<file path="config.mk">
export PLATFORM = sky130hd
export DESIGN_NAME = console_bus_address_decoder_core
export DESIGN_NICKNAME = d
export VERILOG_FILES = /design/src/sv/cbad_pkg.sv /design/src/sv/cbad_decode.sv /design/src/sv/console_bus_address_decoder_core.sv
export SDC_FILE = /design/constraint.sdc
export NUM_CORES = 1
export LEC_CHECK = 0
export BUFFER_PORTS_ARGS = -buffer_cell sky130_fd_sc_hd__buf_2
export CAP_MARGIN = 20
export CORE_AREA = 2 2 94 96
export CTS_BUF_LIST = sky130_fd_sc_hd__clkbuf_8
export DETAILED_ROUTE_END_ITERATION = 16
export DIE_AREA = 0 0 96 98
export PLACE_DENSITY = 0.85
export SYNTH_ARGS = -nofsm -noshare
export SYNTH_HDL_FRONTEND = slang
export SYNTH_HIERARCHICAL = 1
export SYNTH_SLANG_ARGS = --single-unit
</file>
<file path="constraint.sdc">
create_clock -name clk -period 9.2 [get_ports clk]
set_input_delay 0.46 -clock clk [delete_from_list [all_inputs] [get_ports clk]]
set_output_delay 0.46 -clock clk [all_outputs]
set_load 0.02 [all_outputs]
</file>
<file path="src/sv/cbad_pkg.sv">
// ============================================================================
// cbad_pkg: shared types and constants of the console bus address decoder
// Holds the command and result item layouts, region codes, fold widths and
// the page map of the console memory.
// ============================================================================
package cbad_pkg;

  // Fold widths of the mirrored regions.
  localparam int WORK_RAM_ADDR_BITS = 21;
  localparam int BIOS_ADDR_BITS     = 19;

  localparam logic [31:0] RAM_MASK  = 32'((64'd1 << WORK_RAM_ADDR_BITS) - 64'd1);
  localparam logic [31:0] BIOS_MASK = 32'((64'd1 << BIOS_ADDR_BITS) - 64'd1);

  // Access kinds.
  localparam logic CMD_READ  = 1'b0;
  localparam logic CMD_WRITE = 1'b1;

  // Region codes.
  localparam logic [2:0] REGION_WORK     = 3'd0;
  localparam logic [2:0] REGION_LOCAL    = 3'd1;
  localparam logic [2:0] REGION_HWPORT   = 3'd2;
  localparam logic [2:0] REGION_BIOS     = 3'd3;
  localparam logic [2:0] REGION_PARALLEL = 3'd4;
  localparam logic [2:0] REGION_UNMAPPED = 3'd5;
  localparam logic [2:0] REGION_CACHECTL = 3'd6;

  // Page map (page = address bits 31:16).
  localparam logic [15:0] PAGE_RAM_BASE0  = 16'h0000;
  localparam logic [15:0] PAGE_RAM_BASE1  = 16'h8000;
  localparam logic [15:0] PAGE_RAM_BASE2  = 16'hA000;
  localparam logic [15:0] PAGE_RAM_COUNT  = 16'h0080;
  localparam logic [15:0] PAGE_BIOS_BASE0 = 16'h1FC0;
  localparam logic [15:0] PAGE_BIOS_BASE1 = 16'h9FC0;
  localparam logic [15:0] PAGE_BIOS_BASE2 = 16'hBFC0;
  localparam logic [15:0] PAGE_BIOS_COUNT = 16'h0008;
  localparam logic [15:0] PAGE_PARALLEL   = 16'h1F00;
  localparam logic [15:0] PAGE_LOCAL      = 16'h1F80;
  localparam logic [15:0] LOCAL_LIMIT     = 16'h1000;

  // Cache control register and its data codes.
  localparam logic [31:0] CACHE_CTL_ADDR   = 32'hFFFE0130;
  localparam logic [20:0] CACHE_CTL_OFFSET = 21'h000130;
  localparam logic [31:0] ISO_ON_A         = 32'h00000800;
  localparam logic [31:0] ISO_ON_B         = 32'h00000804;
  localparam logic [31:0] ISO_OFF_A        = 32'h00000000;
  localparam logic [31:0] ISO_OFF_B        = 32'h0001E988;

  typedef struct packed {
    logic        command;
    logic [31:0] address;
    logic [31:0] write_data;
  } cbad_cmd_t;

  typedef struct packed {
    logic [2:0]  region;
    logic [20:0] local_offset;
    logic        store_enable;
    logic        read_zero;
    logic        icache_invalidate;
    logic        code_clear;
    logic [29:0] clear_word_address;
    logic        isolated_now;
  } cbad_res_t;

endpackage

</file>
<file path="src/sv/cbad_decode.sv">
// ============================================================================
// cbad_decode: single-pass address decode
// Maps one registered bus access to its region, folded offset and write
// qualifiers, and computes the next cache isolation flag.
// ============================================================================
module cbad_decode
  import cbad_pkg::*;
(
  input  cbad_cmd_t cmd,
  input  logic      isolated,
  output cbad_res_t res,
  output logic      isolated_next
);

  logic [15:0] page;
  logic        is_write;
  logic        in_ram;
  logic        in_bios;

  assign page     = cmd.address[31:16];
  assign is_write = (cmd.command == CMD_WRITE);

  assign in_ram =
      (page >= PAGE_RAM_BASE0 && page < PAGE_RAM_BASE0 + PAGE_RAM_COUNT) ||
      (page >= PAGE_RAM_BASE1 && page < PAGE_RAM_BASE1 + PAGE_RAM_COUNT) ||
      (page >= PAGE_RAM_BASE2 && page < PAGE_RAM_BASE2 + PAGE_RAM_COUNT);

  assign in_bios =
      (page >= PAGE_BIOS_BASE0 && page < PAGE_BIOS_BASE0 + PAGE_BIOS_COUNT) ||
      (page >= PAGE_BIOS_BASE1 && page < PAGE_BIOS_BASE1 + PAGE_BIOS_COUNT) ||
      (page >= PAGE_BIOS_BASE2 && page < PAGE_BIOS_BASE2 + PAGE_BIOS_COUNT);

  always_comb begin
    res.region             = REGION_UNMAPPED;
    res.local_offset       = '0;
    res.store_enable       = 1'b0;
    res.read_zero          = 1'b0;
    res.icache_invalidate  = 1'b0;
    res.code_clear         = 1'b0;
    res.clear_word_address = '0;
    isolated_next          = isolated;

    if (page == PAGE_LOCAL) begin
      res.region       = (cmd.address[15:0] < LOCAL_LIMIT) ? REGION_LOCAL : REGION_HWPORT;
      res.local_offset = {5'd0, cmd.address[15:0]};
      res.store_enable = is_write;
    end else if (is_write && cmd.address == CACHE_CTL_ADDR) begin
      res.region       = REGION_CACHECTL;
      res.local_offset = CACHE_CTL_OFFSET;
      if ((cmd.write_data == ISO_ON_A || cmd.write_data == ISO_ON_B) && !isolated) begin
        isolated_next         = 1'b1;
        res.icache_invalidate = 1'b1;
      end else if ((cmd.write_data == ISO_OFF_A || cmd.write_data == ISO_OFF_B) &&
                   isolated) begin
        isolated_next = 1'b0;
      end
    end else begin
      if (in_ram) begin
        res.region       = REGION_WORK;
        res.local_offset = 21'(cmd.address & RAM_MASK);
        res.store_enable = is_write && !isolated;
      end else if (page == PAGE_PARALLEL) begin
        res.region       = REGION_PARALLEL;
        res.local_offset = {5'd0, cmd.address[15:0]};
        res.store_enable = is_write;
      end else if (in_bios) begin
        res.region       = REGION_BIOS;
        res.local_offset = 21'(cmd.address & BIOS_MASK);
      end else begin
        res.region    = REGION_UNMAPPED;
        res.read_zero = !is_write;
      end
      if (is_write) begin
        res.code_clear         = 1'b1;
        res.clear_word_address = cmd.address[31:2];
      end
    end

    res.isolated_now = isolated_next;
  end

endmodule

</file>
<file path="src/sv/console_bus_address_decoder_core.sv">
// ============================================================================
// console_bus_address_decoder_core: bus access decoder with cache isolation
// Path: an accepted item goes through the input register, then the result
// register, to res. Throughput: one item per cycle while res_stall is low,
// set by the single decode pass between the two registers; a stall
// on the result side reaches cmd_stall combinationally, in the same cycle.
// Reset: rst clears both valid flags and the isolation flag (writes enabled).
// ============================================================================
module console_bus_address_decoder_core
  import cbad_pkg::*;
(
  input  logic      clk,
  input  logic      rst,
  input  logic      cmd_valid,
  output logic      cmd_stall,
  input  cbad_cmd_t cmd,
  output logic      res_valid,
  input  logic      res_stall,
  output cbad_res_t res
);

  // Input register stage. It holds one accepted item until the result
  // register can take its decoded form.
  logic      in_valid;
  cbad_cmd_t in_cmd;

  // The single piece of architectural state: the cache isolation flag.
  logic      cache_isolated;

  cbad_res_t dec_res;
  logic      iso_next;
  logic      advance;
  logic      take;

  // The result register frees up when it is empty or its item is taken this
  // cycle. The input stage moves forward whenever the result register frees.
  assign advance   = !res_valid || !res_stall;
  assign cmd_stall = in_valid && !advance;
  assign take      = cmd_valid && !cmd_stall;

  cbad_decode u_decode (
    .cmd           (in_cmd),
    .isolated      (cache_isolated),
    .res           (dec_res),
    .isolated_next (iso_next)
  );

  always_ff @(posedge clk) begin
    if (rst) begin
      in_valid <= 1'b0;
    end else if (take) begin
      in_valid <= 1'b1;
    end else if (advance) begin
      in_valid <= 1'b0;
    end
  end

  always_ff @(posedge clk) begin
    if (take) begin
      in_cmd <= cmd;
    end
  end

  // The isolation flag is committed only when the item that decides it moves
  // into the result register, so items always see the flag in program order.
  always_ff @(posedge clk) begin
    if (rst) begin
      cache_isolated <= 1'b0;
    end else if (in_valid && advance) begin
      cache_isolated <= iso_next;
    end
  end

  always_ff @(posedge clk) begin
    if (rst) begin
      res_valid <= 1'b0;
    end else if (advance) begin
      res_valid <= in_valid;
    end
  end

  always_ff @(posedge clk) begin
    if (in_valid && advance) begin
      res <= dec_res;
    end
  end

`ifndef SYNTHESIS
  // An invalidate pulse only comes with entering isolation.
  assert property (@(posedge clk) disable iff (rst)
    (res_valid && res.icache_invalidate) |-> res.isolated_now)
    else $error("icache invalidate without isolation");

  // Cache control writes never store and never clear code.
  assert property (@(posedge clk) disable iff (rst)
    (res_valid && res.region == REGION_CACHECTL) |-> (!res.store_enable && !res.code_clear))
    else $error("cache control access stored or cleared code");

  // The isolation flag changes only when an item moves to the result register.
  assert property (@(posedge clk) disable iff (rst)
    (cache_isolated != $past(cache_isolated)) |-> $past(in_valid && advance))
    else $error("isolation flag changed without an item");

  // The published isolation status matches the committed flag of the newest item.
  assert property (@(posedge clk) disable iff (rst)
    (in_valid && advance) |=> (res.isolated_now == cache_isolated))
    else $error("isolation status out of step with flag");
`endif

endmodule

</file>
==> metrics.txt, run 1 <==
clock root buffer clkbuf_8; number of buffers added on ports 129; total power 1280 uW; DRT Wirelength 8.18 mm; crit start category register; post-CTS resize count 0; nets 471; gr ovfl total 0; H-tree depth reported by CTS 4; vias per cell 5.14; TritonCTS buffer count 17; cell area after synthesis 4710 sq um; Power Dens Cells 218 nW/um^2; WL per Instance 15.7 microns; vias 2684; DR pass1 iterations 6; Worst Setup End Kind register; number of global-route vias before repair 2664; Buf/Inv on CP 0; GR Util All Layers 18.4%; final setup vio count 0; postcts setup bufs 0; Die X 96 microns; CP Cell Sequence nor4_1, and3_1, nand3_2, o41ai_1, nand2_1, nand2b_1, mux2i_1; Starting Density 55.6%; CP Depth 7; Hold Fails Final Rpt 0; core area 8470 sq um; layout cells sized above 1 47.8%; Syn Inst Count 258; first-pass GRT wire length 12.4 mm; Final Slew Violations 0; Clock Pin Slew Worst Setup and Hold Paths 0.07 ns; clk_lat worst skew 0.42 ns; # diodes 0; Placer Congestion 0.767; die height 98 microns; clk buf depth 2; IO Count 130; CP Data Required Time 9.48 ns; Setup Skew 0.00721 ns; Final HPWL DP 5.70 mm; Peak Freq 445 MHz; sequential fraction of the synthesis area 80.4%; clk sink count 127; most frequent cells in the layout buf_2, edfxtp_1, and2_1; critical path's largest stage delay 0.66 ns; max-cap viol count 0; slew margin rel. 47.9%; post-synth cell types 40; LEAKAGE 0.00227 uW; synth warn 6; #FFs+latches synth 127; RSZ-0062 raised after global routing no; hold buffers post-CTS 0; slowest cell on the critical path nor4_1; Setup Crit Path Kind reg -> reg; Slew @ Worst Pin 0.774 ns; CP top delay family simple AND/OR/NAND/NOR gates; most common cell after layout, fill and taps aside buf_2; pin count of the biggest net entering global routing 66; synthesis-to-layout area growth 25.3%; Syn Area/Cell 18.2 sq um; Fin Setup TNS 0 ns; filler cell count 558; antenna-violating nets left 0; Syn Nets 327; Worst Reg2Reg Path Length in Cells 7; DRC Markers 0; CTS tree done; initial antenna violation count 0; Worst Hold Depth 1; Rows 34; DR iter-0 viols 207; Final Cycle Share 24.4%; Peak supply drop 130 uV; Arrival @ worst endpoint 2.52 ns; die area 9410 sq um; outcome finished clean; CP Max Fanout 4; crit path time final 2.24 ns; Hold Crit Class in -> reg
layer usage:
metal  wire, microns  vias to the layer above  share of wire (%)  global-route usage (%)
met5               0                        -                  0                       0
met4             133                        0                1.6                    7.25
met3             806                       13                9.9                    9.57
met2            4210                      129                 51                    28.9
met1            3030                     1270                 37                    21.3
li1                -                     1272                  -                       -
synth_stat cells (all sizes together):
master / n / share of area [%]
a21boi: 1 / 0.40
a21oi: 3 / 0.32
a311o: 1 / 0.21
a31o: 1 / 0.19
a41oi: 1 / 0.19
and2: 35 / 5.5
and3: 7 / 1.0
buf: 6 / 1.3
dfxtp: 3 / 1.3
edfxtp: 124 / 79
inv: 6 / 0.48
mux2i: 1 / 0.21
nand2: 4 / 0.32
nand2b: 3 / 0.40
nand3: 4 / 0.53
nand4: 6 / 0.80
nand4b: 1 / 0.19
nand4bb: 1 / 0.24
nor2: 9 / 0.88
nor2b: 13 / 2.1
nor3: 4 / 0.53
nor3b: 1 / 0.16
nor4: 10 / 1.5
nor4b: 2 / 0.37
o21a: 1 / 0.16
o21ai: 1 / 0.11
o21bai: 3 / 0.72
o41ai: 1 / 0.19
or2: 3 / 0.40
or4: 2 / 0.32
worst register-to-register path, delay by kind of cell (launching register included):
family	cells	cell delay, ns
AO/OA/AOI/OAI	1	0.37
AND/OR/NAND/NOR	5	1.26
flip-flops	1	0.40
multiplexers	1	0.06
cell type report:
cell class / count / area (sq um) / area share, %
clock buffers: 17 / 234 / 3.97
multi-input cells: 119 / 850 / 14.4
clock inverters: 14 / 215 / 3.65
inverters: 6 / 22.5 / 0.382
flip-flops and latches: 127 / 3780 / 64.1
well taps: 108 / 135 / 2.29
repair buffers: 131 / 661 / 11.2
final timing paths:
kind | start | endpoint | slack [ns]
max | in_cmd[44] | cache_isolated | 6.96
min | cmd[46] | in_cmd[46] | 0.21
max reg2reg | in_cmd[44] | cache_isolated | 6.96
min reg2reg | in_valid | in_valid | 0.52
logic make-up after synthesis:
logic type      Yosys count  share of synthesized area [%]
flops                   127                           80.4
simple gates            105                           15.2
compound gates           13                           2.47
buf+inv                  12                           1.75
mux                       1                          0.213
state kept, by name (all words and copies together) (netlist names):
signal and flops:
in_cmd 65, res 59, cache_isolated 1, in_valid 1, res_valid 1
stage by stage:
stage | cells | worst slack [ns] | instance area [sq um] | util [%] | hold WS (ns)
finish | 522 | 6.96 | 5900 | 69.7 | 0.213
CTS | 522 | 6.91 | 5900 | 69.7 | 0.185
global route | 522 | 6.79 | 5900 | 69.7 | 0.170
floorplan | 258 | 5.31 | 4710 | - | 0.461
global placement | 491 | 7.00 | 5450 | 64.4 | 0.470
detailed placement | 491 | 6.94 | 5450 | 64.4 | 0.514
power by group:
group / leakage, uW / internal [uW] / switching [uW]
registers: 0.00120 / 669 / 12.9
clock network: 0.000222 / 322 / 207
logic: 0.000856 / 29.3 / 43.4
Power figures use the tool's default switching activity.
==> inputs of run 2 (changes only) <==
- ABC_AREA: not set -> 1
- CORE_AREA: 2 2 94 96 -> 2 2 99 101
- DIE_AREA: 0 0 96 98 -> 0 0 101 103
- PLACE_DENSITY: 0.85 -> 0.81
- clock period: 9.2 -> 2.2 ns (I/O delays scaled with it)
==> metrics.txt, run 2 <==
r2r endpoint cache_isolated; core area 9460 sq um (+12%); Setup Skew 0.0149 ns (+0.00769 ns); Largest register FFs 65 (unchanged); post-CTS resize count 0 (unchanged); Hold Startpoint cmd_valid; Power Dens Cells 724 nW/um^2 (+230%); Placer Congestion 0.810 (+5.7%); CP Data Required Time 2.53 ns (-6.95 ns); vias 3739 (+39%); sequential fraction of the synthesis area 75.3% (-5.1 points); Slew @ Worst Pin 0.536 ns (-0.239 ns); GR Util All Layers 23.0% (+4.6 points); die area 10400 sq um (+11%); most common cell after layout, fill and taps aside buf_2; Setup Crit Path Kind reg -> reg; asr flop ratio synth 0% (unchanged); synth warn 6 (unchanged); H-tree depth reported by CTS 4 (unchanged); clk buf depth 2 (unchanged); first-pass GRT wire length 17.4 mm (+41%); number of buffers added on ports 129 (unchanged); Top reg by flops in_cmd; CP Max Fanout 9 (+5); synthesis-to-layout area growth 36.7%; pin count of the biggest net entering global routing 60 (-9.1%); FF-to-FF setup slack 0.24 ns (-6.71 ns); Final HPWL DP 6.85 mm (+20%); crit start category register; DR iter-0 viols 188 (-9.2%); Worst Hold Depth 4 (+3); r2r startpoint in_cmd[46]; #FFs+latches synth 127 (unchanged); Worst Setup End Kind register; CTS tree done; DRC Markers 0 (unchanged); TritonCTS buffer count 17 (unchanged); DRT Wirelength 11.3 mm (+38%); Arrival @ worst endpoint 2.29 ns (-0.23 ns); ys flop type edfxtp_1; Rows 36 (+5.9%); Area contributors post-synth edfxtp_1, nor2_1, nand2_1; count leader, synth edfxtp_1; most frequent cells in the layout buf_2, edfxtp_1, nor2_1; final setup vio count 0 (unchanged); cell area after synthesis 5030 sq um (+6.7%); layout cells sized above 1 27.4% (-20 points); initial antenna violation count 0 (unchanged); Die X 101 microns (+5.2%); number of global-route vias before repair 3636 (+36%); nets 701 (+49%); Hold Fails Final Rpt 0 (unchanged); Hold Crit Class in -> reg; Peak Freq 511 MHz (+15%); clock root buffer clkbuf_8; antenna-violating nets left 0 (unchanged); max-cap viol count 0 (unchanged); filler cell count 640 (+15%); Syn Inst Count 416 (+61%); Worst Reg2Reg Path Length in Cells 12 (+5); post-synth cell types 25 (-38%); Final Slew Violations 0 (unchanged); WHS Endpoint in_cmd[33]; clk sink count 127 (unchanged); Syn Nets 485 (+48%); LEAKAGE 0.00306 uW (+35%); RSZ-0062 raised after global routing no; clk_lat worst skew 0.44 ns (+0.02 ns); crit path time final 1.96 ns (-0.290 ns); outcome finished clean; WL per Instance 14.9 microns (-5.0%); # diodes 0 (unchanged); postcts setup bufs 0 (unchanged); post-synth top area cell edfxtp_1; Clock Pin Slew Worst Setup and Hold Paths 0.08 ns (about the same); Syn Area/Cell 12.1 sq um (-34%); Final Cycle Share 88.9% (+64 points); EDFF count, synth 124 (unchanged); vias per cell 4.93 (-4.2%); commonest cells in the netlist edfxtp_1, nor2_1, nand2_1; hold buffers post-CTS 68 (+68); Fin Setup TNS 0 ns (unchanged); die height 103 microns (+5.1%); post-synth top area share 74.1% (-5.0 points); gr ovfl total 0 (unchanged); Peak supply drop 501 uV (+280%); Starting Density 53.1% (-2.5 points); slew margin rel. 64.3% (+16 points); Largest regs in_cmd: 65 flops, res: 59 flops; hold_ws 0.358 ns (+0.145 ns); DR pass1 iterations 5 (-1); IO Count 130 (unchanged)
[run 2: changes by cell type after synthesis, sizes merged, moves of 13 or more]
cell   delta
nor2     +81
nand2    +71
inv      +60
and2     -34
nand3    +21
nor2b    -13
[run 2: kinds of logic after synthesis]
group,after synthesis,share of synthesized area [%]
flops,127,75.3
compound gates,11,1.37
buf+inv,71,5.55
simple gates,207,17.8
[run 2: critical path, cell delays in order, from the launching register on]
cell and delay, ns:
edfxtp_1 0.42, nor2_1 0.12, nand3_1 0.20, nor2_1 0.15, nand2_1 0.08, nor2_1 0.11, nand3_2 0.21, o21ai_0 0.23
nand2_1 0.09, inv_1 0.06, nand3_1 0.07, nand2_1 0.06, nor2_1 0.04
[run 2: how the worst max path moves through the flow]
stage	start	end	slack (ns)	depth (start not counted)
floorplan	res_valid	in_cmd[0]	0.09	3
global placement	in_cmd[47]	cache_isolated	0.30	12
detailed placement	in_cmd[46]	cache_isolated	0.28	12
CTS	in_cmd[46]	cache_isolated	0.26	12
global route	in_cmd[47]	cache_isolated	0.1	12
finish	in_cmd[46]	cache_isolated	0.24	12
[run 2: layout make-up]
class,count,area [sq um],area share [%]
sequential,127,3780,55.1
timing repair buffer,201,1380,20.1
multi-input combinational,218,975,14.2
inverter,67,255,3.71
clock buffer,17,234,3.40
tap,114,143,2.08
clock inverter,15,100,1.46
[run 2: power breakdown]
| part | switching (uW) | internal, uW | total, uW | leakage (uW) |
|---|---|---|---|---|
| clock | 934 | 767 | 1700 | 0.000174 |
| sequential | 63.6 | 2790 | 2850 | 0.00125 |
| combinational | 229 | 194 | 423 | 0.00164 |
| total | 1230 | 3750 | 4980 | 0.00306 |
[run 2: metal layers]
metal / wire length, microns / global-route usage, % / vias up
met3: 714 / 6.92 / 24
met2: 6020 / 40.3 / 157
li1: - / - / 1816
met5: 0 / 0 / -
met1: 4260 / 25.7 / 1742
met4: 311 / 11.5 / 0
[run 2: per-stage QoR]
| step | cells | power, uW | utilization [%] | setup slack [ns] | area (sq um) |
|---|---|---|---|---|---|
| after global placement | 659 | 3210 | 61.9 | 0.304 | 5860 |
| after floorplan | 416 | 3070 | - | 0.0931 | 5040 |
| after CTS | 759 | 4980 | 72.6 | 0.264 | 6870 |
| after detailed placement | 659 | 3220 | 61.9 | 0.277 | 5860 |
| final | 759 | 4980 | 72.6 | 0.245 | 6870 |
| after global routing | 759 | 5170 | 72.6 | 0.0998 | 6870 |
==> inputs of run 3 (changes only) <==
--- a/constraint.sdc
+++ b/constraint.sdc
@@ -3,2 +3,2 @@
 set_output_delay 0.11 -clock clk [all_outputs]
-set_load 0.02 [all_outputs]
+set_load 0.05 [all_outputs]
==> metrics.txt, run 3 (synthesized netlist as in run 2, its figures left out) <==
outcome finished clean; CP Cell Sequence nor2_1, nand3_1, nor2_1, nand2_1, nor2_1, nand3_2, o21ai_0, nand2_1, inv_1, nand3_1, nand2_1, nor2_1; Worst Hold Depth 3 (-1); DRC Markers 0 (unchanged); H-tree depth reported by CTS 4 (unchanged); GR Util All Layers 21.9% (-1.1 points); metal2 WL 6.08 mm (+1.1%); synthesis-to-layout area growth 38.6%; CP Max Fanout 9 (unchanged); vias per cell 4.82 (-2.2%); LEAKAGE 0.00309 uW (+0.99%); nets 700 (-0.14%); crit start category register; Largest register FFs 65 (unchanged); Rows 36 (unchanged); filler cell count 637 (-0.47%); post-CTS resize count 0 (unchanged); Largest regs in_cmd: 65 flops, res: 59 flops; layout cells sized above 1 27.4% (-0.070 points); wire length on met3 591 microns (-17%); Hold Crit Class in -> reg; IO Count 130 (unchanged); Peak supply drop 535 uV (+6.9%); Setup Crit Path Kind reg -> reg; RSZ-0062 raised after global routing no; r2r startpoint in_cmd[47]; number of buffers added on ports 129 (unchanged); Peak Freq 492 MHz (-3.9%); Clock Pin Slew Worst Setup and Hold Paths 0.08 ns (about the same); clk_lat worst skew 0.41 ns (-0.03 ns); top routing layer used met4; Fin Setup TNS 0 ns (unchanged); clock root buffer clkbuf_8; WL per Instance 14.7 microns (-1.1%); first-pass GRT wire length 16.9 mm (-2.8%); Final HPWL DP 6.95 mm (+1.5%); Arrival @ worst endpoint 2.34 ns (+0.05 ns); core area 9460 sq um (unchanged); Die X 101 microns (unchanged); Worst Setup End Kind register; final setup vio count 0 (unchanged); DR iter-0 viols 197 (+4.8%); die height 103 microns (unchanged); Hold Fails Final Rpt 0 (unchanged); DR pass1 iterations 5 (unchanged); # diodes 0 (unchanged); clk sink count 127 (unchanged); slowest cell on the critical path edfxtp_1; Top reg by flops in_cmd; Placer Congestion 0.844 (+4.2%); DRT Wirelength 11.1 mm (-1.3%); antenna-violating nets left 0 (unchanged); Starting Density 53.1% (unchanged); Final Cycle Share 92.4% (+3.6 points); Post-Layout Cell Count 757 (-0.26%); crit path time final 2.03 ns (+0.0784 ns); initial antenna violation count 0 (unchanged); die area 10400 sq um (unchanged); met1 WL 4.35 mm (+2.0%); r2r endpoint cache_isolated; Setup Skew 0.0103 ns (-0.00456 ns); most frequent cells in the layout buf_2, edfxtp_1, nor2_1; FF-to-FF setup slack 0.17 ns (-0.08 ns); CTS tree done; pin count of the biggest net entering global routing 60 (unchanged); max-cap viol count 0 (unchanged); Slew @ Worst Pin 0.536 ns (+0.000329 ns); Final Slew Violations 0 (unchanged); cell repeated most along the worst path nor2_1; dpl cells 659 (unchanged); vias 3648 (-2.4%); TritonCTS buffer count 17 (unchanged); Worst Reg2Reg Path Length in Cells 12 (unchanged); Hold Startpoint res_stall; WHS Endpoint res_valid; total power 5500 uW (+10%); most common cell after layout, fill and taps aside buf_2; clk buf depth 2 (unchanged); Power Dens Cells 789 nW/um^2 (+9.0%); slew margin rel. 64.3% (about the same); critical path's largest stage delay 0.42 ns (about the same); gr ovfl total 0 (unchanged); CP Data Required Time 2.51 ns (-0.02 ns); number of global-route vias before repair 3564 (-2.0%)
-- run 3: area by class of cell --
| type | instances | area [sq um] | area share (%) |
|---|---|---|---|
| Tap cell | 114 | 143 | 2.05 |
| Clock inverter | 14 | 190 | 2.73 |
| Multi-Input combinational cell | 218 | 975 | 14.0 |
| Clock buffer | 17 | 234 | 3.36 |
| Timing Repair Buffer | 200 | 1380 | 19.9 |
| Inverter | 67 | 255 | 3.66 |
| Sequential cell | 127 | 3780 | 54.3 |
-- run 3: worst max path at each step --
stage	startpoint	to	slack [ns]	cells after the start
floorplan	res_valid	in_cmd[0]	0.07	3
global placement	in_cmd[47]	cache_isolated	0.29	12
detailed placement	in_cmd[47]	cache_isolated	0.26	12
CTS	in_cmd[47]	cache_isolated	0.20	12
global route	in_cmd[47]	cache_isolated	0.05	12
finish	in_cmd[47]	cache_isolated	0.17	12
-- run 3: where the power goes --
part | internal [uW] | leakage, uW | switching (uW)
clock network | 1230 | 0.000205 | 900
registers | 2790 | 0.00125 | 64.7
logic | 195 | 0.00164 | 319
-- run 3: repair_timing --
item | 4_1_cts | 5_1_grt
hold buffers | 67 | 0
hold endpoints to repair | 68 | 0
endpoints found under the setup margin | 0 | 0
buffers inserted | 0 | 0
-- run 3: metrics by stage --
step	setup slack [ns]	hold slack, ns	util [%]	area, sq um
5_1_grt	0.0487	0.0413	73.6	6970
3_5_place_dp	0.257	0.288	62.1	5870
3_3_place_gp	0.292	0.286	62.1	5870
6_report	0.167	0.0353	73.6	6970
2_1_floorplan	0.0738	0.172	-	5040
4_1_cts	0.201	0.0219	73.6	6970
-- run 3: per-layer routing --
metal  vias to the layer above  GRT usage, %
met1                      1703          24.9
met3                        11          5.69
met4                         0          6.96
met2                       127          40.7
li1                       1807             -
met5                         -             0
-- run 3: worst max-delay path, delay by kind of cell (launching register included) --
family / cells / cell delay [ns]
AO/OA/AOI/OAI: 1 / 0.27
buffers and inverters: 1 / 0.07
flip-flops: 1 / 0.42
AND/OR/NAND/NOR: 10 / 1.18
